**config.mk**
```make
export PLATFORM = sky130hd
export DESIGN_NAME = compact_target_to_work_core
export DESIGN_NICKNAME = d
export VERILOG_FILES = /design/src/rtl/ctw_pkg.sv /design/src/rtl/ctw_decode.sv /design/src/rtl/ctw_div.sv /design/src/rtl/compact_target_to_work_core.sv
export SDC_FILE = /design/constraint.sdc
export NUM_CORES = 2
export LEC_CHECK = 0
export CAP_MARGIN = 20
export CORE_ASPECT_RATIO = 1.75
export CORE_MARGIN = 10
export CORE_UTILIZATION = 45
export CTS_BUF_LIST = sky130_fd_sc_hd__clkbuf_8 sky130_fd_sc_hd__clkbuf_16
export DETAILED_ROUTE_END_ITERATION = 8
export DONT_BUFFER_PORTS = 1
export SLEW_MARGIN = 20
export SYNTH_ARGS = -nofsm -noshare
export SYNTH_HDL_FRONTEND = slang
export SYNTH_SLANG_ARGS = --single-unit
export TNS_END_PERCENT = 5
```
**constraint.sdc**
```tcl
create_clock -name clk -period 28.3 [get_ports clk]
set_input_delay 0 -clock clk [delete_from_list [all_inputs] [get_ports clk]]
set_output_delay 0 -clock clk [all_outputs]
set_load 0.02 [all_outputs]
```
**src/rtl/ctw_pkg.sv**
```systemverilog
// Shared types and constants for the compact-target-to-work core.
// No dependencies; imported by every module of the core.
`default_nettype none
package ctw_pkg;

  localparam int unsigned WORK_W  = 256;
  localparam int unsigned WORD_W  = 64;
  localparam int unsigned MANT_W  = 23;
  localparam int unsigned CMP_W   = 32;
  localparam int unsigned STEP_W  = 8;
  localparam logic [7:0]  EXP_BIAS = 8'd3;
  localparam logic [7:0]  EXP_SPAN = 8'd32;
  localparam logic [STEP_W-1:0] LAST_STEP = STEP_W'(WORK_W - 1);

  typedef enum logic [2:0] {
    ST_IDLE,
    ST_DECODE,
    ST_INC,
    ST_START,
    ST_DIV,
    ST_FIN
  } ctw_state_t;

endpackage
`default_nettype wire

```
**src/rtl/ctw_decode.sv**
```systemverilog
// Compact word decoder: expands exponent and mantissa into a 256-bit target.
// Depends on ctw_pkg.
`default_nettype none
module ctw_decode
  import ctw_pkg::*;
(
  input  wire logic [CMP_W-1:0]  compact_bits,
  output logic      [WORK_W-1:0] target
);

  logic [7:0]        exponent;
  logic [WORK_W-1:0] mant_ext;
  logic [1:0]        rsh_bytes;
  logic [7:0]        lsh_bytes;

  assign exponent  = compact_bits[31:24];
  assign mant_ext  = {{(WORK_W-MANT_W){1'b0}}, compact_bits[MANT_W-1:0]};
  assign rsh_bytes = 2'(EXP_BIAS - exponent);
  assign lsh_bytes = exponent - EXP_BIAS;

  // Shift the mantissa by whole bytes; drop everything past bit 255
  always_comb begin
    if (exponent <= EXP_BIAS) begin
      target = mant_ext >> {rsh_bytes, 3'b000};
    end else if (lsh_bytes >= EXP_SPAN) begin
      target = '0;
    end else begin
      target = mant_ext << {lsh_bytes[4:0], 3'b000};
    end
  end

endmodule
`default_nettype wire

```
**src/rtl/ctw_div.sv**
```systemverilog
// Restoring divider of the all-ones 256-bit dividend by a 256-bit divisor.
// One quotient bit per cycle through a shared 258-bit subtractor. Depends on ctw_pkg.
`default_nettype none
module ctw_div
  import ctw_pkg::*;
(
  input  wire logic              clk,
  input  wire logic              rst,
  input  wire logic              start,
  input  wire logic [WORK_W-1:0] divisor,
  output logic                   done,
  output logic      [WORK_W-1:0] quotient
);

  logic              busy;
  logic [STEP_W-1:0] step;
  logic [WORK_W-1:0] rem;
  logic [WORK_W+1:0] diff;
  logic              take;

  // Shift in a one, trial-subtract with the carry-out bit of the remainder
  assign diff = {1'b0, rem[WORK_W-1], rem[WORK_W-2:0], 1'b1} - {2'b00, divisor};
  assign take = ~diff[WORK_W+1];

  // Sequence control
  always_ff @(posedge clk) begin
    if (rst) begin
      busy <= 1'b0;
      done <= 1'b0;
      step <= '0;
    end else begin
      done <= 1'b0;
      if (start) begin
        busy <= 1'b1;
        step <= LAST_STEP;
      end else if (busy) begin
        step <= step - 1'b1;
        if (step == '0) begin
          busy <= 1'b0;
          done <= 1'b1;
        end
      end
    end
  end

  // Remainder and quotient datapath
  always_ff @(posedge clk) begin
    if (start) begin
      rem      <= '0;
      quotient <= '0;
    end else if (busy) begin
      rem      <= take ? diff[WORK_W-1:0] : {rem[WORK_W-2:0], 1'b1};
      quotient <= {quotient[WORK_W-2:0], take};
    end
  end

endmodule
`default_nettype wire

```
**src/rtl/compact_target_to_work_core.sv**
```systemverilog
// Compact difficulty target to block work: top level with sequencer and output register.
// Depends on ctw_pkg, ctw_decode and ctw_div.
`default_nettype none
// A compact word is taken when cmp_valid is high and cmp_stall low; the core
// then holds cmp_stall high until the result is loaded into the output
// register. The work value is floor((2^256-1)/(target+1))+1, or zero for a
// zero target. From acceptance, an item passes through decode, increment
// and start, then the restoring divider, which yields one quotient bit per
// cycle on its 258-bit subtractor and then raises its done flag, and last
// the final increment and load, which waits while the output register
// still holds a stalled result. The next compact word can be taken in the
// cycle after the load. A zero target skips the divider. A new item may
// be taken while the previous result still waits in the output register.
module compact_target_to_work_core
  import ctw_pkg::*;
(
  input  wire logic              clk,
  input  wire logic              rst,
  input  wire logic              cmp_valid,
  output logic                   cmp_stall,
  input  wire logic [CMP_W-1:0]  compact_bits,
  output logic                   work_valid,
  input  wire logic              work_stall,
  output logic      [WORD_W-1:0] work_word0,
  output logic      [WORD_W-1:0] work_word1,
  output logic      [WORD_W-1:0] work_word2,
  output logic      [WORD_W-1:0] work_word3
);

  ctw_state_t        state, state_next;
  logic [CMP_W-1:0]  bits_reg;
  logic [WORK_W-1:0] dec_target;
  logic [WORK_W-1:0] target;
  logic [WORK_W-1:0] divisor;
  logic [WORK_W-1:0] quotient;
  logic [WORK_W-1:0] result;
  logic              skip;
  logic              div_start;
  logic              div_done;
  logic              accept;
  logic              load_out;

  ctw_decode u_decode (
    .compact_bits (bits_reg),
    .target       (dec_target)
  );

  ctw_div u_div (
    .clk      (clk),
    .rst      (rst),
    .start    (div_start),
    .divisor  (divisor),
    .done     (div_done),
    .quotient (quotient)
  );

  assign accept = cmp_valid & ~cmp_stall;
  assign result = skip ? '0 : quotient + WORK_W'(1);

  // State register
  always_ff @(posedge clk) begin
    if (rst) begin
      state <= ST_IDLE;
    end else begin
      state <= state_next;
    end
  end

  // Next state and sequencer outputs
  always_comb begin
    state_next = state;
    cmp_stall  = 1'b1;
    div_start  = 1'b0;
    load_out   = 1'b0;
    case (state)
      ST_IDLE: begin
        cmp_stall = 1'b0;
        if (cmp_valid) begin
          state_next = ST_DECODE;
        end
      end
      ST_DECODE: state_next = ST_INC;
      ST_INC:    state_next = ST_START;
      ST_START: begin
        if (skip || divisor == '0) begin
          state_next = ST_FIN;
        end else begin
          div_start  = 1'b1;
          state_next = ST_DIV;
        end
      end
      ST_DIV: begin
        if (div_done) begin
          state_next = ST_FIN;
        end
      end
      ST_FIN: begin
        if (!work_valid || !work_stall) begin
          load_out   = 1'b1;
          state_next = ST_IDLE;
        end
      end
      default: state_next = ST_IDLE;
    endcase
  end

  // Capture input, decoded target and divisor
  always_ff @(posedge clk) begin
    if (accept) begin
      bits_reg <= compact_bits;
    end
    if (state == ST_DECODE) begin
      target <= dec_target;
    end
    if (state == ST_INC) begin
      divisor <= target + WORK_W'(1);
      skip    <= (target == '0);
    end
    if (state == ST_START && divisor == '0) begin
      skip <= 1'b1;
    end
  end

  // Output valid: set on load, drop once the transaction completes
  always_ff @(posedge clk) begin
    if (rst) begin
      work_valid <= 1'b0;
    end else if (load_out) begin
      work_valid <= 1'b1;
    end else if (!work_stall) begin
      work_valid <= 1'b0;
    end
  end

  // Output payload
  always_ff @(posedge clk) begin
    if (load_out) begin
      work_word0 <= result[63:0];
      work_word1 <= result[127:64];
      work_word2 <= result[191:128];
      work_word3 <= result[255:192];
    end
  end

endmodule
`default_nettype wire
```
==> results.cfg <==
[timing]
tightest_slew_ns = 1.26
max_freq_ghz = 0.133
slew_headroom_pct = 15.4
hold_violations = 0
drv_slew = 0
clock_skew_ns = 0.0502
fin_crit_ns = 7.51
min_period_over_period_pct = 26.5
setup_viol = 0
rsz0062_at_grt = false
setup_tns_ns = 0
setup_slack_ns = 20.79
holdWs_ns = 0.0887

[placement]
dp_slack_ns = 21.13
port-buffer-count = 0
gp_congestion = 1.06
post-dp-hpwl_mm = 258

[routing]
remaining_drc_errors = 0
num_vias = 72700
vias_per_cell = 6.20
drt_iter0_drc = 6383
totalWireLength_mm = 331
wl_per_cell_um = 28.2
antenna_left = 0
dr.pass1.iters = 6

[power_and_ir_drop]
total_power_mw = 8.69
ir_drop_mv = 0.0709
p_per_area_nw_per_um2 = 98.2
leakagePower_nw = 31.3

[floorplanning]
core-area_um2 = 179000
start_util_pct = 45.4
placementRows = 205
dieArea_um2 = 198000
die_h_um = 581
die_w_um = 341
io_pins = 294

[clock_network]
numCtsBuffers = 140
htree_levels = 4
numClockSinks = 1326
clockBufferDepth = 4
root_buffer = clkbuf_16
cts_tree = done
clk_latency_ns = 0.82
clkTransAtPathRegs_ns = 0.06

[synthesis]
synth_area_um2 = 81000
ys_types = 92
synthArstFlopShare_pct = 0
syn-instance-count = 9389
yosysSeqAreaShare_pct = 42.7
ys_seq_elements = 1326
synth_edf_count = 799
synth_fp_nets = 9688
yosysWarnings = 0
avgSynthCellArea_um2 = 8.63
ys.flop_type = edfxtp_1

[final_layout]
nets = 9537
fillCellCount = 17300
mostFrequentLayoutCells = 1350 x nor2_1, 1027 x nand2_1, 799 x edfxtp_1
post-route-util_pct = 49.6
syn_to_final_growth_pct = 9.25
drive_gt1_share_pct = 4.66
final_common_cell = nor2_1

[critical_path]
arrival_ns = 8.14
cp-start-kind = flop
critPathRequiredTime_ns = 28.93
regToRegSetupSlack_ns = 20.79
worstSetupPathType = reg -> reg
end_kind = flop
critical_path.max_fanout = 78

[global_routing]
antenna_found_initial = 9
grt_pass1_wl_mm = 478
grt_pass1_vias = 71600
track_usage_pct = 32.2
grt_max_degree = 189
grt-ovfl-total = 0

[run]
drv_cap = 0

[run_status]
outcome = completed

[min_path]
worst_hold_path_type = in -> reg
==> where the power goes <==
group | internal (mW) | total [mW] | leakage [nW] | switching [mW]
registers | 2.42 | 2.78 | 11.3 | 0.363
logic | 1.28 | 4.02 | 17.6 | 2.75
clock network | 1.07 | 1.89 | 2.38 | 0.811
==> kinds of logic after synthesis <==
| group | count (synthesis) | share of synthesized area [%] |
|---|---|---|
| XOR/XNOR | 702 | 7.59 |
| flip-flops | 1326 | 42.7 |
| AO/OA/AOI/OAI | 2045 | 15.4 |
| AND/OR/NAND/NOR | 3916 | 22.7 |
| buffers and inverters | 845 | 3.96 |
| multiplexers | 292 | 3.63 |
| adder cells (fa/ha/maj) | 263 | 4.07 |
==> metal layers <==
layer / part of all wire (%) / GRT usage, % / up-vias / routed length [um]
met4: 9.2 / 24.4 / 6 / 30300
met2: 49 / 55.9 / 3037 / 162000
met1: 36 / 34.6 / 35100 / 117000
li1: - / - / 33600 / -
met3: 6.4 / 5.40 / 940 / 21300
met5: 0.010 / 0 / - / 34
==> metrics by stage <==
step           std cells  instance area (um^2)
2_1_floorplan       9389                 81000
3_3_place_gp       11400                 83200
3_5_place_dp       11400                 83200
4_1_cts            11700                 88400
5_1_grt            11700                 88500
6_report           11700                 88500
==> path summary, 6_finish.rpt <==
| check | from | end | depth (start not counted) |
|---|---|---|---|
| setup / recovery | divisor[142] | u_div.rem[39] | 18 |
| setup reg to reg | divisor[142] | u_div.rem[39] | 18 |
| hold reg to reg | u_div.rem[50] | u_div.rem[50] | 2 |
| hold / removal | work_stall | work_valid | 3 |
==> critical path, stage by stage, from the launching register on <==
cell and delay (ns):
edfxtp_1 0.37, inv_1 0.07, ha_1 0.41, a21oi_1 0.24
o21bai_1 0.08, a21oi_1 0.36, o21ai_0 0.54, nor4b_1 0.41
a32o_1 0.45, o22ai_1 0.17, a31oi_2 0.87, o31a_2 0.28
buf_4 0.30, buf_4 0.65, buf_4 0.67, buf_4 0.79
nor2_1 0.11, a21oi_1 0.20, o21ai_0 0.12
==> cell usage after synthesis (212+ instances only) <==
cell      count  area (um^2)
mux2i_1     279         2790
clkbuf_1    433         1630
nor4_1      212         1330
ha_1        262         3280
o21ai_0     547         2740
nor2_1     1355         5090
nand3_1     293         1470
xor2_1      344         3010
dfxtp_1     527        10600
xnor2_1     358         3140
inv_1       386         1450
nand4_1     305         1910
a21oi_1     715         3580
nand2_1    1028         3860
edfxtp_1    799        24000
==> timing repair <==
item	in CTS	in global routing
hold buffers	65	0
endpoints found under the hold margin	251	0
gates resized for setup	0	0
setup buffers	0	0
==> area by class of cell <==
class                   count  area [um^2]  share of cell area, %
multi-input cells        7218        43500                   49.1
repair buffers            166         1460                   1.65
diodes                      5         12.5                 0.0141
flip-flops and latches   1326        34600                   39.1
inverters                 386         1450                   1.64
well taps                2380         2980                   3.37
clock buffers             158         3800                   4.29
clock inverters            87          773                  0.874
Note: power is estimated with default switching activity, not from simulation.
